## src/rtl/qesc_pkg.sv

```systemverilog
// ----------------------------------------------------------------------------
// qesc_pkg
// Shared types and constants for the quadrature edge saturating counter:
// phase codes, edge event codes, register indexes and reset values.
// ----------------------------------------------------------------------------
package qesc_pkg;

    // default counter width
    localparam int COUNT_WIDTH_DEF = 16;

    // width of every configuration register and of the count output
    localparam int CFG_WIDTH = 16;
    localparam int CFG_IDX_WIDTH = 3;

    // register reset values
    localparam logic [CFG_WIDTH-1:0] MIN_COUNT_RST = CFG_WIDTH'(0);
    localparam logic [CFG_WIDTH-1:0] MAX_COUNT_RST = CFG_WIDTH'(500);
    localparam logic [CFG_WIDTH-1:0] UP_STEP_RST   = CFG_WIDTH'(1);
    localparam logic [CFG_WIDTH-1:0] DOWN_STEP_RST = CFG_WIDTH'(1);

    // register indexes
    typedef enum logic [CFG_IDX_WIDTH-1:0] {
        CFG_MIN_COUNT   = 3'd0,
        CFG_MAX_COUNT   = 3'd1,
        CFG_UP_STEP     = 3'd2,
        CFG_DOWN_STEP   = 3'd3,
        CFG_START_VALUE = 3'd4
    } cfg_index_t;

    // decoder phase, one-hot
    typedef enum logic [3:0] {
        PH_REST = 4'b0001,
        PH_ONE  = 4'b0010,
        PH_TWO  = 4'b0100,
        PH_THREE = 4'b1000
    } phase_t;

    // edge event: {channel_b, rising}
    typedef enum logic [1:0] {
        EV_FALL_A = 2'b00,
        EV_RISE_A = 2'b01,
        EV_FALL_B = 2'b10,
        EV_RISE_B = 2'b11
    } edge_ev_t;

endpackage

```

## src/rtl/quadrature_edge_saturating_counter.sv

```systemverilog
// ----------------------------------------------------------------------------
// quadrature_edge_saturating_counter
// Takes one encoder edge per request, steps a four-phase decode table and
// moves a saturating position counter on each completed detent cycle.
// ----------------------------------------------------------------------------
// Rate: one edge request is taken every clock cycle unless m_ready stalls the
// result. The phase table step and the saturating add or subtract are done in
// the cycle the request is taken, and the result is registered in a single
// output register; the input stays ready while that register is empty or
// being emptied in the same cycle, so throughput is one request per cycle.
// Configuration writes take effect at the clock edge they are presented and
// are meant to be issued only while no request is in flight.
module quadrature_edge_saturating_counter #(
    parameter int COUNT_WIDTH = qesc_pkg::COUNT_WIDTH_DEF
) (
    input  logic                                aclk,
    input  logic                                aresetn,
    // configuration write port
    input  logic                                cfg_wr_en,
    input  logic [qesc_pkg::CFG_IDX_WIDTH-1:0]  cfg_index,
    input  logic [qesc_pkg::CFG_WIDTH-1:0]      cfg_wdata,
    // edge request channel
    input  logic                                s_valid,
    output logic                                s_ready,
    input  logic                                s_channel_b,
    input  logic                                s_rising,
    // result channel
    output logic                                m_valid,
    input  logic                                m_ready,
    output logic [qesc_pkg::CFG_WIDTH-1:0]      m_count,
    output logic                                m_stepped_up,
    output logic                                m_stepped_down
);

    // arithmetic width: wide enough for both counter and register plus carry
    localparam int AW = ((COUNT_WIDTH > qesc_pkg::CFG_WIDTH) ?
                         COUNT_WIDTH : qesc_pkg::CFG_WIDTH) + 1;

    // configuration registers
    logic [qesc_pkg::CFG_WIDTH-1:0] min_count_reg, min_count_next;
    logic [qesc_pkg::CFG_WIDTH-1:0] max_count_reg, max_count_next;
    logic [qesc_pkg::CFG_WIDTH-1:0] up_step_reg, up_step_next;
    logic [qesc_pkg::CFG_WIDTH-1:0] down_step_reg, down_step_next;

    // decoder state
    qesc_pkg::phase_t               phase_reg, phase_next;
    logic                           cw_flag_reg, cw_flag_next;
    logic                           ccw_flag_reg, ccw_flag_next;
    logic [COUNT_WIDTH-1:0]         position_reg, position_next;

    // result register
    logic                           m_valid_reg, m_valid_next;
    logic [qesc_pkg::CFG_WIDTH-1:0] m_count_reg;
    logic                           m_up_reg;
    logic                           m_down_reg;

    logic                           accept;
    qesc_pkg::edge_ev_t             ev;
    logic                           up_hit;
    logic                           down_hit;
    logic [AW-1:0]                  pos_ext;
    logic [AW-1:0]                  min_ext;
    logic [AW-1:0]                  max_ext;
    logic [AW-1:0]                  up_ext;
    logic [AW-1:0]                  down_ext;
    logic [AW-1:0]                  wdata_ext;
    logic [AW-1:0]                  sum;
    logic [AW-1:0]                  diff;
    logic [AW-1:0]                  up_val;
    logic [AW-1:0]                  down_val;
    logic [AW-1:0]                  pos_after_ext;
    logic [COUNT_WIDTH-1:0]         pos_after;
    logic [AW-1:0]                  pos_after_wide;

    assign accept  = s_valid && s_ready;
    assign s_ready = !m_valid_reg || m_ready;
    assign ev      = qesc_pkg::edge_ev_t'({s_channel_b, s_rising});

    // common-width views of counter and registers
    assign pos_ext   = AW'(position_reg);
    assign min_ext   = AW'(min_count_reg);
    assign max_ext   = AW'(max_count_reg);
    assign up_ext    = AW'(up_step_reg);
    assign down_ext  = AW'(down_step_reg);
    assign wdata_ext = AW'(cfg_wdata);

    // saturating add and subtract
    assign sum  = pos_ext + up_ext;
    assign diff = pos_ext - min_ext;

    always_comb begin
        up_val = pos_ext;
        if (pos_ext < max_ext) begin
            up_val = (sum > max_ext) ? max_ext : sum;
        end
        down_val = pos_ext;
        if (pos_ext > min_ext) begin
            down_val = (down_ext >= diff) ? min_ext : (pos_ext - down_ext);
        end
    end

    // phase table step
    always_comb begin
        phase_next    = phase_reg;
        cw_flag_next  = cw_flag_reg;
        ccw_flag_next = ccw_flag_reg;
        up_hit        = 1'b0;
        down_hit      = 1'b0;
        unique case (phase_reg)
            qesc_pkg::PH_REST: begin
                unique case (ev)
                    qesc_pkg::EV_FALL_A: begin
                        phase_next    = qesc_pkg::PH_ONE;
                        cw_flag_next  = 1'b1;
                        ccw_flag_next = 1'b0;
                    end
                    qesc_pkg::EV_FALL_B: begin
                        phase_next    = qesc_pkg::PH_THREE;
                        cw_flag_next  = 1'b0;
                        ccw_flag_next = 1'b1;
                    end
                    default: begin
                        phase_next    = qesc_pkg::PH_REST;
                        cw_flag_next  = 1'b0;
                        ccw_flag_next = 1'b0;
                    end
                endcase
            end
            qesc_pkg::PH_ONE: begin
                unique case (ev)
                    qesc_pkg::EV_RISE_A: begin
                        down_hit      = ccw_flag_reg;
                        phase_next    = qesc_pkg::PH_REST;
                        cw_flag_next  = 1'b0;
                        ccw_flag_next = 1'b0;
                    end
                    qesc_pkg::EV_FALL_B: phase_next = qesc_pkg::PH_TWO;
                    default:             phase_next = qesc_pkg::PH_ONE;
                endcase
            end
            qesc_pkg::PH_TWO: begin
                unique case (ev)
                    qesc_pkg::EV_RISE_A: phase_next = qesc_pkg::PH_THREE;
                    qesc_pkg::EV_RISE_B: phase_next = qesc_pkg::PH_ONE;
                    default:             phase_next = qesc_pkg::PH_TWO;
                endcase
            end
            qesc_pkg::PH_THREE: begin
                unique case (ev)
                    qesc_pkg::EV_RISE_B: begin
                        up_hit        = cw_flag_reg;
                        phase_next    = qesc_pkg::PH_REST;
                        cw_flag_next  = 1'b0;
                        ccw_flag_next = 1'b0;
                    end
                    qesc_pkg::EV_FALL_A: phase_next = qesc_pkg::PH_TWO;
                    default:             phase_next = qesc_pkg::PH_THREE;
                endcase
            end
            default: begin
                phase_next    = qesc_pkg::PH_REST;
                cw_flag_next  = 1'b0;
                ccw_flag_next = 1'b0;
            end
        endcase
    end

    // counter value after this edge
    always_comb begin
        priority if (up_hit) begin
            pos_after_ext = up_val;
        end else if (down_hit) begin
            pos_after_ext = down_val;
        end else begin
            pos_after_ext = pos_ext;
        end
    end

    // stored counter width, and its zero-extended view for the count output
    assign pos_after      = pos_after_ext[COUNT_WIDTH-1:0];
    assign pos_after_wide = AW'(pos_after);

    // register writes and counter update
    always_comb begin
        min_count_next = min_count_reg;
        max_count_next = max_count_reg;
        up_step_next   = up_step_reg;
        down_step_next = down_step_reg;
        position_next  = position_reg;
        if (accept) begin
            position_next = pos_after;
        end
        if (cfg_wr_en) begin
            unique case (qesc_pkg::cfg_index_t'(cfg_index))
                qesc_pkg::CFG_MIN_COUNT: begin
                    min_count_next = cfg_wdata;
                    if (pos_ext < wdata_ext) begin
                        position_next = wdata_ext[COUNT_WIDTH-1:0];
                    end
                end
                qesc_pkg::CFG_MAX_COUNT: begin
                    max_count_next = cfg_wdata;
                    if (pos_ext > wdata_ext) begin
                        position_next = wdata_ext[COUNT_WIDTH-1:0];
                    end
                end
                qesc_pkg::CFG_UP_STEP:     up_step_next   = cfg_wdata;
                qesc_pkg::CFG_DOWN_STEP:   down_step_next = cfg_wdata;
                qesc_pkg::CFG_START_VALUE: position_next  = wdata_ext[COUNT_WIDTH-1:0];
                default: ;
            endcase
        end
    end

    // result valid
    always_comb begin
        m_valid_next = m_valid_reg;
        if (accept) begin
            m_valid_next = 1'b1;
        end else if (m_ready) begin
            m_valid_next = 1'b0;
        end
    end

    // control and state registers
    always_ff @(posedge aclk) begin
        if (!aresetn) begin
            min_count_reg <= qesc_pkg::MIN_COUNT_RST;
            max_count_reg <= qesc_pkg::MAX_COUNT_RST;
            up_step_reg   <= qesc_pkg::UP_STEP_RST;
            down_step_reg <= qesc_pkg::DOWN_STEP_RST;
            phase_reg     <= qesc_pkg::PH_REST;
            cw_flag_reg   <= 1'b0;
            ccw_flag_reg  <= 1'b0;
            position_reg  <= '0;
            m_valid_reg   <= 1'b0;
        end else begin
            min_count_reg <= min_count_next;
            max_count_reg <= max_count_next;
            up_step_reg   <= up_step_next;
            down_step_reg <= down_step_next;
            position_reg  <= position_next;
            m_valid_reg   <= m_valid_next;
            if (accept) begin
                phase_reg    <= phase_next;
                cw_flag_reg  <= cw_flag_next;
                ccw_flag_reg <= ccw_flag_next;
            end
        end
    end

    // result payload
    always_ff @(posedge aclk) begin
        if (accept) begin
            m_count_reg <= pos_after_wide[qesc_pkg::CFG_WIDTH-1:0];
            m_up_reg    <= up_hit;
            m_down_reg  <= down_hit;
        end
    end

    assign m_valid        = m_valid_reg;
    assign m_count        = m_count_reg;
    assign m_stepped_up   = m_up_reg;
    assign m_stepped_down = m_down_reg;

    // a completed cycle counts in one direction only
    assert property (@(posedge aclk) disable iff (!aresetn)
        m_valid_reg |-> !(m_up_reg && m_down_reg))
        else $error("result flags both up and down");

    // a completed cycle always returns the decoder to rest
    assert property (@(posedge aclk) disable iff (!aresetn)
        (accept && (up_hit || down_hit)) |=> (phase_reg == qesc_pkg::PH_REST))
        else $error("decoder not at rest after a completed cycle");

    // an upward count that moved never passes the upper bound
    assert property (@(posedge aclk) disable iff (!aresetn)
        (accept && up_hit && !cfg_wr_en) |=>
            ((position_reg == $past(position_reg)) ||
             (AW'(position_reg) <= AW'(max_count_reg))))
        else $error("upward count passed max_count");

    // flags are never both set
    assert property (@(posedge aclk) disable iff (!aresetn)
        !(cw_flag_reg && ccw_flag_reg))
        else $error("both direction flags set");

endmodule
```

## config.mk

```make
export PLATFORM = sky130hd
export DESIGN_NAME = quadrature_edge_saturating_counter
export DESIGN_NICKNAME = d
export VERILOG_FILES = /design/src/rtl/qesc_pkg.sv /design/src/rtl/quadrature_edge_saturating_counter.sv
export SDC_FILE = /design/constraint.sdc
export NUM_CORES = 1
export LEC_CHECK = 0
export BUFFER_PORTS_ARGS = -buffer_cell sky130_fd_sc_hd__buf_2
export CELL_PAD_IN_SITES_DETAIL_PLACEMENT = 1
export CELL_PAD_IN_SITES_GLOBAL_PLACEMENT = 1
export CORE_MARGIN = 10
export CORE_UTILIZATION = 45
export CTS_CLUSTER_DIAMETER = 150
export DETAILED_ROUTE_END_ITERATION = 8
export PLACE_DENSITY = 0.77
export SYNTH_ARGS = -nofsm -noshare
export SYNTH_HDL_FRONTEND = slang
export SYNTH_SLANG_ARGS = --single-unit
```

## constraint.sdc

```tcl
create_clock -name aclk -period 5.9 [get_ports aclk]
set_clock_uncertainty 0.05 [all_clocks]
set_input_delay 1.18 -clock aclk [delete_from_list [all_inputs] [get_ports aclk]]
set_output_delay 1.18 -clock aclk [all_outputs]
set_load 0.01 [all_outputs]
```

==> impl_metrics.csv <==
group,metric,value,unit
status,status,"complete, no violations",
global_route,grt_pass1_wl,50400,um
setup_path,critPathLaunch,"position_reg[1]$_SDFF_PN0_",
routing,via_count,8732,
timing,timing.fmax,0.193,GHz
setup_path,cp_slowest_cell,"dfxtp_1",
setup_path,cp-start-kind,"flip-flop",
routing,routed_wl,32000,um
timing,hold_viol_final,0,
floorplanning,start_util,46.3,%
synthesis,ys_async_sr_fraction,0,%
hold_path,worstHoldPathType,"flip-flop to flip-flop",
floorplanning,fp.dieH,159,um
pwr,p_leak,4.18,nW
placement,io_buffers,45,
timing,setup_viol,0,
timing,grt_setup_unrepaired,"false",
timing,fin_crit_sh,87.7,%
synthesis,ys_ff_latch,105,
floorplanning,io-pin-count,46,
setup_path,rr_startpoint,"position_reg[1]$_SDFF_PN0_",
setup_path,rrSetupSlack,0.73,ns
final_layout,nNetsFinal,1319,
floorplanning,core,0.0189,sq mm
final_layout,drive_gt1_share,8.49,%
cts,htree_levels,3,
setup_path,slowest_delay,0.66,ns
synthesis,synthCells,1141,
pwr,p_int,1.32,mW
pwr,p_total,2.07,mW
timing,setup_tns,0,ns
synthesis,syn-num-nets,1287,
cts,clock_sinks,105,
setup_path,crit_cells,18,
cts,tritoncts.num_buffers,9,
synthesis,synth_top_area_share,19.9,%
pwr,power_frac_comb,33.2,%
routing,drc,0,
floorplanning,die_x,159,um
synthesis,synth_warnings,0,
pwr,seq_power_share,37.6,%
setup_path,crit_buf_inv,0,
final_layout,antenna_cells,0,
setup_path,crit_family,"compound AO/OA/AOI/OAI gates",
cts,clk_latency,0.37,ns
timing,relSlewSlack,27.8,%
setup_path,crit_path_frequent_cell,"a21oi_1",
final_layout,finish.utilization,50.5,%
placement,dp_hpwl,24800,um
pwr,power_switching,760,uW
synthesis,yosysMostFrequentCell,"nand2_1",
cts,ctsHoldBuffers,0,
floorplanning,dieArea,0.0254,sq mm
setup_path,path_class,"flip-flop to flip-flop",
synthesis,synth_ff_type,"dfxtp_1",
cts,cts_resized,0,
synthesis,avgSynthCellArea,7.67,sq um
synthesis,yosys-top-cells-count,"nand2_1, a21oi_1, ha_1",
setup_path,crit_chain,"ha_1, a21oi_1, o22ai_1, o21ai_0, o21ai_0, a31oi_1, xnor2_1, ha_1, nand2_1, or4_4, a31o_1, a32o_1, o21a_4, mux2_2, a21oi_1, a222oi_1, a21oi_1, o21ai_1",
routing,drt-vias-per-instance,6.07,
synthesis,synth_top_cells_by_area,"dfxtp_1, ha_1, nand2_1",
placement,place_congestion,0.937,
pwr,irDropWorstVdd,0.135,mV
routing,wl_per_cell,22.2,um
cts,cts_setup_buffers,0,
global_route,grt_max_degree,43,
setup_path,critical_path_arrival,5.43,ns
cts,clk_path_buf_depth,2,
cts,tritoncts,"done",
synthesis,synth-edff-count,18,
setup_path,timing.rr.end,"position_reg[10]$_SDFF_PN0_",
final_layout,area.growth.synth_to_final,8.97,%
setup_path,crit_required,6.16,ns
flow_run,cap_violations,0,
synthesis,synth_largest_area_cell,"dfxtp_1",
cts,clkTransAtPathRegs,0.08,ns
routing,firstDrtPassIters,5,
cts,root_buffer,"clkbuf_16",
timing,finalMaxSlewViolations,0,
setup_path,end_kind,"flip-flop",
routing,ant_nets,0,
pwr,clockPowerShare,29.1,%
setup_path,cp-endpoint,"position_reg[10]$_SDFF_PN0_",
synthesis,syn-cell-area,0.00875,sq mm
synthesis,ys_seq_area_share,26.1,%
global_route,grt_pass1_vias,8815,
pwr,powerDensity,218,mW/mm^2
placement,post_dp_cell_area,0.00926,sq mm
global_route,grt_use_total,24.6,%
synthesis,synthDistinctLibCells,75,
global_route,overflow,0,
final_layout,fillers,2449,
setup_path,reg2reg_depth,18,
timing,tightestPinTransition,1.08,ns
timing,fin_crit,5.17,ns
floorplanning,rows,50,
pwr,p_sw_share,36.6,%
global_route,antenna_found_initial,0,
final_layout,stdcell_area,0.00953,sq mm
routing,drtIter0Drc,575,
setup_path,worst-path-max-fanout,22,
-- tightest hold or removal path, cell delays in order (launching register included) --
cell     delay, ns
dfxtp_1       0.31
nand2_1       0.05
a21oi_1       0.05
-- area by class of cell --
cell class	count	area, sq um	share of cell area (%)
repair buffers	62	353	3.70
flip-flops and latches	105	2280	23.9
inverters	94	353	3.70
clock buffers	10	229	2.40
clock inverters	6	50.0	0.525
multi-input cells	901	5940	62.3
well taps	260	325	3.41
-- power groups by stage --
stage	sequential [mW]	combinational (mW)	clock [mW]
CTS	0.781	0.681	0.616
global route	0.784	0.762	0.643
finish	0.781	0.690	0.604
floorplan	0.798	0.473	0
global placement	0.796	0.655	0
detailed placement	0.797	0.673	0
-- cell families (layout without fill, tap and decap cells) --
logic type               count (synthesis)  after routing  share of synthesized area (%)
flip-flops                             105            105                           26.1
adder cells (fa/ha/maj)                120            120                           17.4
multiplexers                            12             12                           1.47
AND/OR/NAND/NOR                        371            371                           18.9
buffers and inverters                  135            172                           6.03
XOR/XNOR                                37             37                           3.70
AO/OA/AOI/OAI                          361            361                           26.4
-- layer usage --
metal / share of wire, % / vias up / track usage (%)
met5: 0 / - / 0
met4: 2.4 / 0 / 8.17
met3: 5.7 / 43 / 3.90
met2: 46 / 263 / 39.8
met1: 46 / 4276 / 32.6
li1: - / 4150 / -
-- worst min path at each step --
stage,from,end,cells past startpoint
finish,min_count_reg[15]$_SDFFE_PN0P_,min_count_reg[15]$_SDFFE_PN0P_,2
floorplan,max_count_reg[12]$_SDFFE_PN0P_,max_count_reg[12]$_SDFFE_PN0P_,2
detailed placement,min_count_reg[15]$_SDFFE_PN0P_,min_count_reg[15]$_SDFFE_PN0P_,2
global placement,min_count_reg[15]$_SDFFE_PN0P_,min_count_reg[15]$_SDFFE_PN0P_,2
CTS,min_count_reg[15]$_SDFFE_PN0P_,min_count_reg[15]$_SDFFE_PN0P_,2
global route,min_count_reg[15]$_SDFFE_PN0P_,min_count_reg[15]$_SDFFE_PN0P_,2
-- placed cells by master, fill, tap and decap left out, drive strengths merged, types with 10 or more instances in the layout --
cell and count:
clkbuf 10, nor3 13, nand3 19, nand4 11
buf 62, o21ai 72, and3 12, a21o 17
xnor2 21, a21oi 134, o21a 14, a31oi 11
o22ai 11, a211oi 11, nand2 200, nand2b 11
ha 117, inv 97, xor2 16, o211ai 17
nor2 70, edfxtp 18, dfxtp 87
-- stage by stage --
| stage | setup WS (ns) | cells | hold WS (ns) |
|---|---|---|---|
| after CTS | 0.765 | 1438 | 0.411 |
| after detailed placement | 0.843 | 1422 | 0.400 |
| final | 0.727 | 1438 | 0.409 |
| after global placement | 1.10 | 1422 | 0.392 |
| after floorplan | 1.57 | 1141 | 0.386 |
| after global routing | 0.327 | 1438 | 0.433 |
(Power assumes the default switching activity.)
